`src/rtl/rlog_pkg.sv`:
```
// Shared types, constants and codes for the redo log transaction controller.
package rlog_pkg;

    localparam int LOG_ENTRIES   = 30;
    localparam int MAX_OP_BLOCKS = 10;

    localparam int CNT_W  = 5;
    localparam int OPS_W  = 6;
    localparam int NEED_W = 11;

    localparam logic [OPS_W-1:0] OPS_MAX = '1;

    // Request commands.
    localparam logic [1:0] CMD_BEGIN = 2'd0;
    localparam logic [1:0] CMD_END   = 2'd1;
    localparam logic [1:0] CMD_LOG   = 2'd2;

    // Result kinds.
    localparam logic [1:0] KIND_STATUS = 2'd0;
    localparam logic [1:0] KIND_COPY   = 2'd1;
    localparam logic [1:0] KIND_HEADER = 2'd2;

    // Status codes.
    localparam logic [2:0] ST_OK       = 3'd0;
    localparam logic [2:0] ST_WAIT     = 3'd1;
    localparam logic [2:0] ST_TOO_BIG  = 3'd2;
    localparam logic [2:0] ST_OUTSIDE  = 3'd3;
    localparam logic [2:0] ST_NO_BEGIN = 3'd4;

    // Result selection from the controller to the datapath.
    localparam logic [2:0] RES_REPLY     = 3'd0;
    localparam logic [2:0] RES_COPY      = 3'd1;
    localparam logic [2:0] RES_HDR       = 3'd2;
    localparam logic [2:0] RES_INSTALL   = 3'd3;
    localparam logic [2:0] RES_HDR_EMPTY = 3'd4;

    // Configuration register indexes.
    localparam logic [1:0] REG_LOG_START = 2'd0;
    localparam logic [1:0] REG_LOG_SIZE  = 2'd1;
    localparam logic [1:0] REG_DEVICE_ID = 2'd2;

    typedef struct packed {
        logic [1:0]  cmd;
        logic [31:0] block_number;
    } cmd_item_t;

    typedef struct packed {
        logic [1:0]  kind;
        logic [2:0]  status;
        logic [31:0] source_block;
        logic [31:0] dest_block;
        logic [4:0]  header_count;
        logic        unpin;
        logic        pin_new;
        logic [7:0]  device;
        logic        last;
    } res_item_t;

    typedef struct packed {
        logic       load;
        logic       emit;
        logic [2:0] res_sel;
        logic [2:0] status;
        logic       pin;
        logic       idx_clr;
        logic       idx_inc;
        logic       ops_inc;
        logic       ops_dec;
        logic       append;
        logic       cnt_clr;
    } dp_cmd_t;

    typedef struct packed {
        logic [1:0] cmd;
        logic       begin_ok;
        logic       ops_zero;
        logic       ops_one;
        logic       count_zero;
        logic       log_full;
        logic       idx_at_count;
        logic       idx_at_last;
        logic       hit;
        logic       slot_free;
    } dp_stat_t;

endpackage

```
`src/rtl/rlog_dp.sv`:
```
// Datapath: request latch, logged block table, counters and result register.
module rlog_dp
    import rlog_pkg::*;
(
    input  logic        clk,
    input  logic        rst_n,
    input  cmd_item_t   cmd_item,
    input  dp_cmd_t     ctl,
    output dp_stat_t    stat,
    input  logic [31:0] log_start,
    input  logic [10:0] log_size,
    input  logic [7:0]  device_id,
    output logic        res_valid,
    input  logic        res_ready,
    output res_item_t   res_item
);

    logic [31:0]       table_mem [LOG_ENTRIES];
    logic [1:0]        cmd_reg;
    logic [31:0]       blk_reg;
    logic [CNT_W-1:0]  count_reg;
    logic [CNT_W-1:0]  idx_reg;
    logic [OPS_W-1:0]  ops_reg;
    logic              res_valid_reg;
    res_item_t         res_reg;
    res_item_t         res_next;

    logic [31:0]       entry_rd;
    logic [31:0]       log_addr;
    logic [NEED_W-1:0] need;

    assign entry_rd = table_mem[idx_reg];
    assign log_addr = log_start + 32'(idx_reg) + 32'd1;
    assign need     = NEED_W'(count_reg)
                    + NEED_W'((7'(ops_reg) + 7'd1) * 7'(MAX_OP_BLOCKS));

    always_comb
    begin
        stat.cmd          = cmd_reg;
        stat.begin_ok     = (ops_reg != OPS_MAX) && (need <= NEED_W'(LOG_ENTRIES));
        stat.ops_zero     = (ops_reg == '0);
        stat.ops_one      = (ops_reg == OPS_W'(1));
        stat.count_zero   = (count_reg == '0);
        stat.log_full     = (count_reg >= CNT_W'(LOG_ENTRIES))
                         || ((11'(count_reg) + 11'd1) >= log_size);
        stat.idx_at_count = (idx_reg == count_reg);
        stat.idx_at_last  = (idx_reg == (count_reg - CNT_W'(1)));
        stat.hit          = (entry_rd == blk_reg);
        stat.slot_free    = !res_valid_reg || res_ready;
    end

    always_comb
    begin
        res_next = '0;
        res_next.device = device_id;
        case (ctl.res_sel)
            RES_REPLY:
            begin
                res_next.kind    = KIND_STATUS;
                res_next.status  = ctl.status;
                res_next.pin_new = ctl.pin;
                res_next.device  = '0;
                res_next.last    = 1'b1;
            end
            RES_COPY:
            begin
                res_next.kind         = KIND_COPY;
                res_next.source_block = entry_rd;
                res_next.dest_block   = log_addr;
            end
            RES_HDR:
            begin
                res_next.kind         = KIND_HEADER;
                res_next.dest_block   = log_start;
                res_next.header_count = count_reg;
            end
            RES_INSTALL:
            begin
                res_next.kind         = KIND_COPY;
                res_next.source_block = log_addr;
                res_next.dest_block   = entry_rd;
                res_next.unpin        = 1'b1;
            end
            RES_HDR_EMPTY:
            begin
                res_next.kind       = KIND_HEADER;
                res_next.dest_block = log_start;
                res_next.last       = 1'b1;
            end
            default:
            begin
                res_next = '0;
            end
        endcase
    end

    always_ff @(posedge clk or negedge rst_n)
    begin
        if (!rst_n)
        begin
            count_reg     <= '0;
            idx_reg       <= '0;
            ops_reg       <= '0;
            res_valid_reg <= 1'b0;
        end
        else
        begin
            if (ctl.cnt_clr)
                count_reg <= '0;
            else if (ctl.append)
                count_reg <= count_reg + CNT_W'(1);

            if (ctl.idx_clr)
                idx_reg <= '0;
            else if (ctl.idx_inc)
                idx_reg <= idx_reg + CNT_W'(1);

            if (ctl.ops_inc)
                ops_reg <= ops_reg + OPS_W'(1);
            else if (ctl.ops_dec)
                ops_reg <= ops_reg - OPS_W'(1);

            if (ctl.emit)
                res_valid_reg <= 1'b1;
            else if (res_ready)
                res_valid_reg <= 1'b0;
        end
    end

    always_ff @(posedge clk)
    begin
        if (ctl.load)
        begin
            cmd_reg <= cmd_item.cmd;
            blk_reg <= cmd_item.block_number;
        end
        if (ctl.append)
            table_mem[count_reg] <= blk_reg;
        if (ctl.emit)
            res_reg <= res_next;
    end

    assign res_valid = res_valid_reg;
    assign res_item  = res_reg;

    // The table never holds more entries than it has rows.
    assert property (@(posedge clk) disable iff (!rst_n)
        count_reg <= CNT_W'(LOG_ENTRIES))
        else $error("logged block count beyond table depth");

    // A result is only loaded when the result register is free or draining.
    assert property (@(posedge clk) disable iff (!rst_n)
        ctl.emit |-> (!res_valid_reg || res_ready))
        else $error("result overwritten while still waiting");

    // An append always finds a free row.
    assert property (@(posedge clk) disable iff (!rst_n)
        ctl.append |-> (count_reg < CNT_W'(LOG_ENTRIES)))
        else $error("append into a full table");

endmodule

```
`src/rtl/rlog_ctrl.sv`:
```
// Controller state machine sequencing command handling, search and commit.
module rlog_ctrl
    import rlog_pkg::*;
(
    input  logic     clk,
    input  logic     rst_n,
    input  logic     cmd_valid,
    output logic     cmd_ready,
    input  dp_stat_t stat,
    output dp_cmd_t  ctl
);

    localparam logic [2:0] S_IDLE    = 3'd0;
    localparam logic [2:0] S_EXEC    = 3'd1;
    localparam logic [2:0] S_SEARCH  = 3'd2;
    localparam logic [2:0] S_COPY    = 3'd3;
    localparam logic [2:0] S_HDR     = 3'd4;
    localparam logic [2:0] S_INSTALL = 3'd5;
    localparam logic [2:0] S_HDR_END = 3'd6;

    logic [2:0] state_reg;
    logic [2:0] state_next;

    always_comb
    begin
        ctl        = '0;
        state_next = state_reg;
        cmd_ready  = 1'b0;
        case (state_reg)
            S_IDLE:
            begin
                cmd_ready = 1'b1;
                if (cmd_valid)
                begin
                    ctl.load   = 1'b1;
                    state_next = S_EXEC;
                end
            end
            S_EXEC:
            begin
                if (stat.slot_free)
                begin
                    ctl.res_sel = RES_REPLY;
                    ctl.emit    = 1'b1;
                    ctl.status  = ST_OK;
                    state_next  = S_IDLE;
                    case (stat.cmd)
                        CMD_BEGIN:
                        begin
                            ctl.ops_inc = stat.begin_ok;
                            ctl.status  = stat.begin_ok ? ST_OK : ST_WAIT;
                        end
                        CMD_END:
                        begin
                            if (stat.ops_zero)
                                ctl.status = ST_NO_BEGIN;
                            else if (stat.ops_one && !stat.count_zero)
                            begin
                                ctl.ops_dec = 1'b1;
                                ctl.emit    = 1'b0;
                                ctl.idx_clr = 1'b1;
                                state_next  = S_COPY;
                            end
                            else
                                ctl.ops_dec = 1'b1;
                        end
                        CMD_LOG:
                        begin
                            if (stat.log_full)
                                ctl.status = ST_TOO_BIG;
                            else if (stat.ops_zero)
                                ctl.status = ST_OUTSIDE;
                            else
                            begin
                                ctl.emit    = 1'b0;
                                ctl.idx_clr = 1'b1;
                                state_next  = S_SEARCH;
                            end
                        end
                        default:
                        begin
                            ctl.status = ST_OK;
                        end
                    endcase
                end
            end
            S_SEARCH:
            begin
                ctl.res_sel = RES_REPLY;
                ctl.status  = ST_OK;
                if (stat.idx_at_count)
                begin
                    if (stat.slot_free)
                    begin
                        ctl.append = 1'b1;
                        ctl.pin    = 1'b1;
                        ctl.emit   = 1'b1;
                        state_next = S_IDLE;
                    end
                end
                else if (stat.hit)
                begin
                    if (stat.slot_free)
                    begin
                        ctl.emit   = 1'b1;
                        state_next = S_IDLE;
                    end
                end
                else
                    ctl.idx_inc = 1'b1;
            end
            S_COPY:
            begin
                ctl.res_sel = RES_COPY;
                if (stat.slot_free)
                begin
                    ctl.emit = 1'b1;
                    if (stat.idx_at_last)
                        state_next = S_HDR;
                    else
                        ctl.idx_inc = 1'b1;
                end
            end
            S_HDR:
            begin
                ctl.res_sel = RES_HDR;
                if (stat.slot_free)
                begin
                    ctl.emit    = 1'b1;
                    ctl.idx_clr = 1'b1;
                    state_next  = S_INSTALL;
                end
            end
            S_INSTALL:
            begin
                ctl.res_sel = RES_INSTALL;
                if (stat.slot_free)
                begin
                    ctl.emit = 1'b1;
                    if (stat.idx_at_last)
                        state_next = S_HDR_END;
                    else
                        ctl.idx_inc = 1'b1;
                end
            end
            S_HDR_END:
            begin
                ctl.res_sel = RES_HDR_EMPTY;
                if (stat.slot_free)
                begin
                    ctl.emit    = 1'b1;
                    ctl.cnt_clr = 1'b1;
                    state_next  = S_IDLE;
                end
            end
            default:
            begin
                state_next = S_IDLE;
            end
        endcase
    end

    always_ff @(posedge clk or negedge rst_n)
    begin
        if (!rst_n)
            state_reg <= S_IDLE;
        else
            state_reg <= state_next;
    end

endmodule

```
`src/rtl/redo_log_transaction_controller.sv`:
```
// Top level of the redo log transaction controller: configuration port and wiring.
//
// Requests arrive on the cmd channel (cmd_valid/cmd_ready, payload cmd_item)
// and results leave on the res channel (res_valid/res_ready, payload res_item).
// Every request yields one status reply, except an end that closes the last
// open operation while blocks are logged: that request yields the whole
// group commit (2*n+2 disk operations for n logged blocks) and no reply.
// The final result of each request carries last.
// Begin, end and rejected commands are answered from the execute state through
// the result register. A log command walks the table one entry per cycle.
// A commit emits one disk operation per cycle while the receiver keeps up.
// The table walk and the commit sequencer therefore set the rate: one request
// at a time, with n at most 30.
// A new request is taken as soon as the sequencer is idle, even while the
// previous result still sits in the result register. When the receiver
// stalls, the result is held and the sequencer waits in place.
// Reset clears the open operation count, the table fill count and the
// sequencer, and restores the configuration defaults; the table contents are
// not cleared, as only entries below the fill count are ever read.
// Configuration is written over an APB-style port at byte addresses 0, 4 and 8.
module redo_log_transaction_controller
    import rlog_pkg::*;
(
    input  logic        clk,
    input  logic        rst_n,
    input  logic        cmd_valid,
    output logic        cmd_ready,
    input  cmd_item_t   cmd_item,
    output logic        res_valid,
    input  logic        res_ready,
    output res_item_t   res_item,
    input  logic        psel,
    input  logic        penable,
    input  logic        pwrite,
    input  logic [3:0]  paddr,
    input  logic [31:0] pwdata,
    output logic [31:0] prdata,
    output logic        pready
);

    logic [31:0] log_start_reg;
    logic [10:0] log_size_reg;
    logic [7:0]  device_id_reg;
    logic        cfg_write;

    dp_cmd_t     ctl;
    dp_stat_t    stat;

    // The port never inserts wait states; a write lands in the access cycle.
    assign pready    = 1'b1;
    assign cfg_write = psel && penable && pwrite;

    always_ff @(posedge clk or negedge rst_n)
    begin
        if (!rst_n)
        begin
            log_start_reg <= 32'd2;
            log_size_reg  <= 11'd30;
            device_id_reg <= 8'd1;
        end
        else if (cfg_write)
        begin
            case (paddr[3:2])
                REG_LOG_START: log_start_reg <= pwdata;
                REG_LOG_SIZE:  log_size_reg  <= pwdata[10:0];
                REG_DEVICE_ID: device_id_reg <= pwdata[7:0];
                default:       ;
            endcase
        end
    end

    // Reads return the register contents, zero-extended; unused addresses read zero.
    always_comb
    begin
        case (paddr[3:2])
            REG_LOG_START: prdata = log_start_reg;
            REG_LOG_SIZE:  prdata = {21'd0, log_size_reg};
            REG_DEVICE_ID: prdata = {24'd0, device_id_reg};
            default:       prdata = '0;
        endcase
    end

    // The controller decides what happens to each request; the datapath holds
    // the table, the counters and the result register.
    rlog_ctrl u_ctrl
    (
        .clk       (clk),
        .rst_n     (rst_n),
        .cmd_valid (cmd_valid),
        .cmd_ready (cmd_ready),
        .stat      (stat),
        .ctl       (ctl)
    );

    rlog_dp u_dp
    (
        .clk       (clk),
        .rst_n     (rst_n),
        .cmd_item  (cmd_item),
        .ctl       (ctl),
        .stat      (stat),
        .log_start (log_start_reg),
        .log_size  (log_size_reg),
        .device_id (device_id_reg),
        .res_valid (res_valid),
        .res_ready (res_ready),
        .res_item  (res_item)
    );

endmodule

```
`config.mk`:
```
export PLATFORM = sky130hd
export DESIGN_NAME = redo_log_transaction_controller
export DESIGN_NICKNAME = d
export VERILOG_FILES = /design/src/rtl/rlog_pkg.sv /design/src/rtl/rlog_dp.sv /design/src/rtl/rlog_ctrl.sv /design/src/rtl/redo_log_transaction_controller.sv
export SDC_FILE = /design/constraint.sdc
export NUM_CORES = 1
export LEC_CHECK = 0
export BUFFER_PORTS_ARGS = -buffer_cell sky130_fd_sc_hd__buf_2
export CAP_MARGIN = 10
export CORE_ASPECT_RATIO = 0.9
export CORE_MARGIN = 10
export CORE_UTILIZATION = 60
export DETAILED_ROUTE_END_ITERATION = 12
export PLACE_DENSITY = 0.78
export SKIP_CTS_REPAIR_TIMING = 1
export SYNTH_ARGS = -nofsm -noshare
export SYNTH_HDL_FRONTEND = slang
export SYNTH_HIERARCHICAL = 1
export SYNTH_SLANG_ARGS = --single-unit
```
`constraint.sdc`:
```
create_clock -name clk -period 9.8 [get_ports clk]
set_input_delay 0.98 -clock clk [delete_from_list [all_inputs] [get_ports clk]]
set_output_delay 0.98 -clock clk [all_outputs]
set_load 0.03 [all_outputs]
```
* After elaboration in Yosys (flattened, before gate mapping) *
Memories as Yosys holds them, arrays and structs flattened.
Cells that the tools add are included.

word-level totals
  output and inout bits = 120
  input bits = 77
  bits in writable memories = 960
  register bits = 190
  memories = 1
  word-level logic and storage cells = 159

memory list
  memory          depth  bits a word  rd ports  clocked after memory_dff  write ports  RTL line       source
  u_dp.table_mem  30     32           1         0                         1            rlog_dp.sv:18  logic [31:0] table_mem [LOG_ENTRIES];

cells by class
  muxes and demuxes = 70
  $lt $le $gt $ge = 3
  add/subtract/negate cells = 10
  multipliers = 1
  reduce and logical (&&, ||, !) cells = 28
  equal/unequal tests = 27

operators by type and width
  operator                                                                           count
  32-bit case mux with 3 select lines                                                2
  32-bit case mux with 2 select lines                                                1
  3-bit two-way mux                                                                  13
  32-bit by 1-bit adder with 32-bit output, second input constant                    1
  32-bit by 5-bit adder with 32-bit output                                           1
  32-bit equality test                                                               1
  1-bit two-way mux                                                                  31
  4-bit case mux with 6 select lines                                                 1
  3-bit case mux with 7 select lines                                                 1
  5-bit two-way mux                                                                  4
  9-bit case mux with 2 select lines                                                 1
  2-bit inequality test, second input constant                                       7
  3-bit by 2-bit equality test with 1-bit output, second input constant              4
  3-bit equality test, second input constant                                         4
  2-bit two-way mux                                                                  6
  6-bit two-way mux                                                                  2
  5-bit by 11-bit adder with 11-bit output                                           1
  11-bit >= comparator                                                               1
  11-bit by 5-bit less-or-equal comparator with 1-bit output, second input constant  1
  11-bit by 3-bit multiplier with 10-bit output, second input constant               1
  5-bit by 1-bit adder with 5-bit output, second input constant                      2
  5-bit equality test                                                                2
  3-bit case mux with 3 select lines                                                 1
  1-bit case mux with 2 select lines                                                 4
  28 further kinds                                                                   46

* Depth between registers and ports, before layout *
  word-level depth = 12
  gate-level depth with buffers = 19
  mapped depth without buffers = 15

* Modules after synthesis *
The synthesis kept the hierarchy.

modules (own cells, without submodules)
  module                           instances  cells each  area each (µm²)  seq. area each (µm²)
  rlog_dp                          1          2515        45063.2          32826.5
  redo_log_transaction_controller  1          171         2317.2           1283.7
  rlog_ctrl                        1          69          550.5            75.1

* Least setup slack after synthesis *
Ideal clock, no wire load.

  path kind = register to register
  from = register u_dp.idx_reg[1]
  to = register u_dp.res_reg, in the netlist u_dp/res_item[0] (enable)
  stages on the path, launching flop included = 15
  period minus slack after synthesis = 7.753 ns
  path buffers = 4
  data arrival time = 7.172 ns
  required time = 9.220 ns
  slack = 2.047 ns
  setup time = 0.580 ns
  cell sequence = dfrtp_1 -> buf_2 -> buf_4 -> buf_2 -> clkbuf_1 -> mux4_2 -> a22oi_1 -> o2bb2ai_1 -> xor2_1 -> nand4_1 -> nor4_1 -> and4b_1 -> o21a_4 -> o311ai_0 -> a31oi_1

RTL lines
  what                    RTL line        source
  start, declared         rlog_dp.sv:22   logic [CNT_W-1:0] idx_reg;
  start signal, assigned  rlog_dp.sv:116  idx_reg <= idx_reg + CNT_W'(1);
  end signal, assigned    rlog_dp.sv:140  res_reg <= res_next;
  end, declared           rlog_dp.sv:25   res_item_t res_reg;

==> flow_metrics.env <==
export IMPL_status="complete, no violations"
export IMPL_cp_max_fo=117
export IMPL_setup_viol=0
export IMPL_die_area_um2=91600
export IMPL_worst_path_most_repeated_cell="buf_4"
export IMPL_worst_path_stages=14
export IMPL_synth_cell_types=91
export IMPL_initial_utilization_pct=60.4
export IMPL_vdd_drop_max_uv=265
export IMPL_cp_start_kind="flip-flop"
export IMPL_grtUsageTotal_pct=27.6
export IMPL_r2r_cells=14
export IMPL_n_antenna_cell=0
export IMPL_synth_seq_area_share_pct=71.3
export IMPL_synth_common_cells="1079 x edfxtp_1, 192 x mux2i_1, 161 x mux4_2"
export IMPL_power_density_nw_per_um2=282
export IMPL_fmax_mhz=145
export IMPL_rows=98
export IMPL_max_cap_violations=0
export IMPL_relSlewSlack_pct=19.1
export IMPL_yosys_area_top_type_share_pct=67.6
export IMPL_finalHoldViolCount=0
export IMPL_worstPathRequired_ns=10.10
export IMPL_fin_crit_ns=6.88
export IMPL_via_count=27500
export IMPL_yosysTopAreaCell="edfxtp_1"
export IMPL_gp_congestion=0.873
export IMPL_top_register="u_dp/table_mem"
export IMPL_min_period_over_period_pct=70.2
export IMPL_synth_top_flop_cell="edfxtp_1"
export IMPL_yosysWarnings=6
export IMPL_post_synth_top_count_cell="edfxtp_1"
export IMPL_root_buffer="clkbuf_16"
export IMPL_dieHeight_um=288
export IMPL_clock_sinks=1150
export IMPL_grt_pass1_wl_um=186000
export IMPL_reg2reg_from="u_dp/idx_reg[1]"
export IMPL_numCtsBuffers=111
export IMPL_avgSynthCellArea_um2=17.4
export IMPL_drive_gt1_share_pct=24.6
export IMPL_ant_nets=0
export IMPL_crit_path_end_kind="flip-flop"
export IMPL_post_route_util_pct=67.8
export IMPL_synth_seq_cells=1150
export IMPL_dieWidth_um=318
export IMPL_power_leakage_nw=18.2
export IMPL_core_area_um2=79300
export IMPL_fillers=4942
export IMPL_largest_register_ff_count=960
export IMPL_cts_clk_slew_worst_paths_ns=0.06
export IMPL_post_dp_hpwl_um=71500
export IMPL_setup_tns_ns=0
export IMPL_min_path_type="primary input to flip-flop"
export IMPL_boundaryPins=197
export IMPL_worstHoldEndpoint="u_dp/blk_reg[30]"
export IMPL_syn_inst=2755
export IMPL_grt_pass1_vias=27300
export IMPL_clock_path_buffers=3
export IMPL_synthTopCellsByArea="edfxtp_1 68%, mux4_2 7.6%, mux2i_1 4.0%"
export IMPL_grt_max_degree=118
export IMPL_finalMaxSlewViolations=0
export IMPL_antenna_found_initial=5
export IMPL_worstMarginPinSlew_ns=1.21
export IMPL_syn_nets=2874
export IMPL_async_flop_share_pct=6.17
export IMPL_crit_chain="buf_12 -> mux4_2 -> nor2_1 -> or3_1 -> a32oi_1 -> xnor2_1 -> nand4_1 -> nor3_1 -> and4b_1 -> o21a_4 -> o311ai_0 -> a31oi_4 -> buf_4 -> buf_4"
export IMPL_first_pass_iters=6
export IMPL_wl_um=128000
export IMPL_ff2ff_setup_slack_ns=2.92
export IMPL_fin_skew_ns=0.0216
export IMPL_synth_edf_count=1079
export IMPL_critPathBufInv=3
export IMPL_hold_worst_slack_ns=0.462
export IMPL_worstSkewPairLatency_ns=0.69
export IMPL_r2r_end="u_dp/res_item[45]"
export IMPL_drcViolationCount=0
export IMPL_fin_nets=3107
export IMPL_setup_slack_ns=2.92
export IMPL_io_buffers=193
export IMPL_slowest_delay_ns=0.98
export IMPL_place_ws_ns=3.11
export IMPL_crit_family="buffers and inverters"
export IMPL_htreeDepth=3
export IMPL_cpMaxStageDelayCell="a32oi_1"
export IMPL_hold_depth=1
export IMPL_rsz0062_at_grt="no"
export IMPL_area_delta_synth_final_pct=12.2
export IMPL_cts_tree="yes"
export IMPL_vias_per_cell=6.67
export IMPL_crit_type="flip-flop to flip-flop"
export IMPL_grt_ovfl_total=0
export IMPL_arrival_ns=7.18
export IMPL_synth_cell_area_um2=47900
export IMPL_holdCritStartpoint="cmd_item[30]"
export IMPL_drtIter0Drc=3834
export IMPL_wl_per_cell_um=31.1
## stage by stage
stage                     instance area, µm²  std cells  total power [W]
after global routing                   53800       4129           0.0157
after CTS                              53800       4129           0.0152
final                                  53800       4129           0.0152
after floorplan                        47900       2755          0.00958
after global placement                 50100       3925           0.0108
after detailed placement               50100       3925           0.0109
## cell families (layout without fill, tap and decap cells)
group | after synthesis | after routing | share of synthesized area [%]
fa+ha+maj | 42 | 42 | 1.14
other cells | 1 | 1 | 0.00782
flops | 1150 | 1150 | 71.3
simple gates | 489 | 489 | 4.92
xor+xnor | 86 | 86 | 1.57
compound gates | 362 | 362 | 5.27
mux | 431 | 431 | 13.4
buf+inv | 194 | 518 | 2.35
## power breakdown
| group | switching, W | internal [W] | leakage (nW) | total, W |
|---|---|---|---|---|
| logic | 0.00288 | 0.00163 | 5.72 | 0.00451 |
| clock network | 0.00184 | 0.00243 | 1.78 | 0.00426 |
| registers | 0.000427 | 0.00599 | 10.7 | 0.00642 |
## metal layers
| layer | track usage, % | part of all wire [%] | up-vias | wire length, µm |
|---|---|---|---|---|
| met1 | 37.3 | 37 | 13900 | 46900 |
| li1 | - | - | 11400 | - |
| met4 | 11.0 | 4.1 | 2 | 5280 |
| met5 | 0 | 0.016 | - | 21 |
| met3 | 6.66 | 13 | 337 | 16300 |
| met2 | 43.3 | 47 | 1965 | 59800 |
## placed cells by master (no fill, tap or decap), types with 18 or more instances in the layout
cell type and n:
nand2_1 147, o22ai_1 45, a211oi_1 33, buf_4 79, mux2_2 75, dfrtp_1 60
nor2_4 18, ha_1 39, xnor2_1 43, edfxtp_1 1079, mux4_2 161, xor2_1 43
nor2b_1 21, clkinv_2 23, clkbuf_16 112, o21ai_0 69, a21oi_1 58, nand3_1 33
buf_2 192, inv_1 35, clkinv_1 27, and2_1 36, a22oi_1 33, nor2_1 108
mux2i_1 192, nor3_1 22
## worst reg2reg max path, stage by stage, from the launching register on
cell and delay, ns:
dfrtp_4 0.88, buf_12 0.67, mux4_2 0.44, nor2_1 0.04, or3_1 0.36, a32oi_1 0.98, xnor2_1 0.25, nand4_1 0.18
nor3_1 0.50, and4b_1 0.48, o21a_4 0.19, o311ai_0 0.21, a31oi_4 0.22, buf_4 0.33, buf_4 0.70
## how the worst max path moves through the flow
stage	startpoint	endpoint	slack, ns
final	u_dp/idx_reg[1]	u_dp/res_item[45]	2.92
after global routing	u_dp/idx_reg[0]	u_dp/res_item[40]	2.73
after CTS	u_dp/idx_reg[0]	u_dp/res_item[58]	3.08
after detailed placement	u_dp/idx_reg[0]	u_dp/res_item[40]	3.11
after global placement	u_dp/idx_reg[0]	u_dp/res_item[40]	3.23
after floorplan	u_dp/idx_reg[1]	u_dp/res_item[0]	2.05
## final cells by class
cell class                 count  area (µm²)  share of cell area, %
clock buffer                 129        2880                   5.35
clock inverter                75         774                   1.44
inverter                      39         146                  0.272
multi-input combinational   1411       12800                   23.9
sequential                  1150       34200                   63.6
tap                         1050        1310                   2.44
timing repair buffer         275        1630                   3.04
Power figures use the tool's default switching activity.
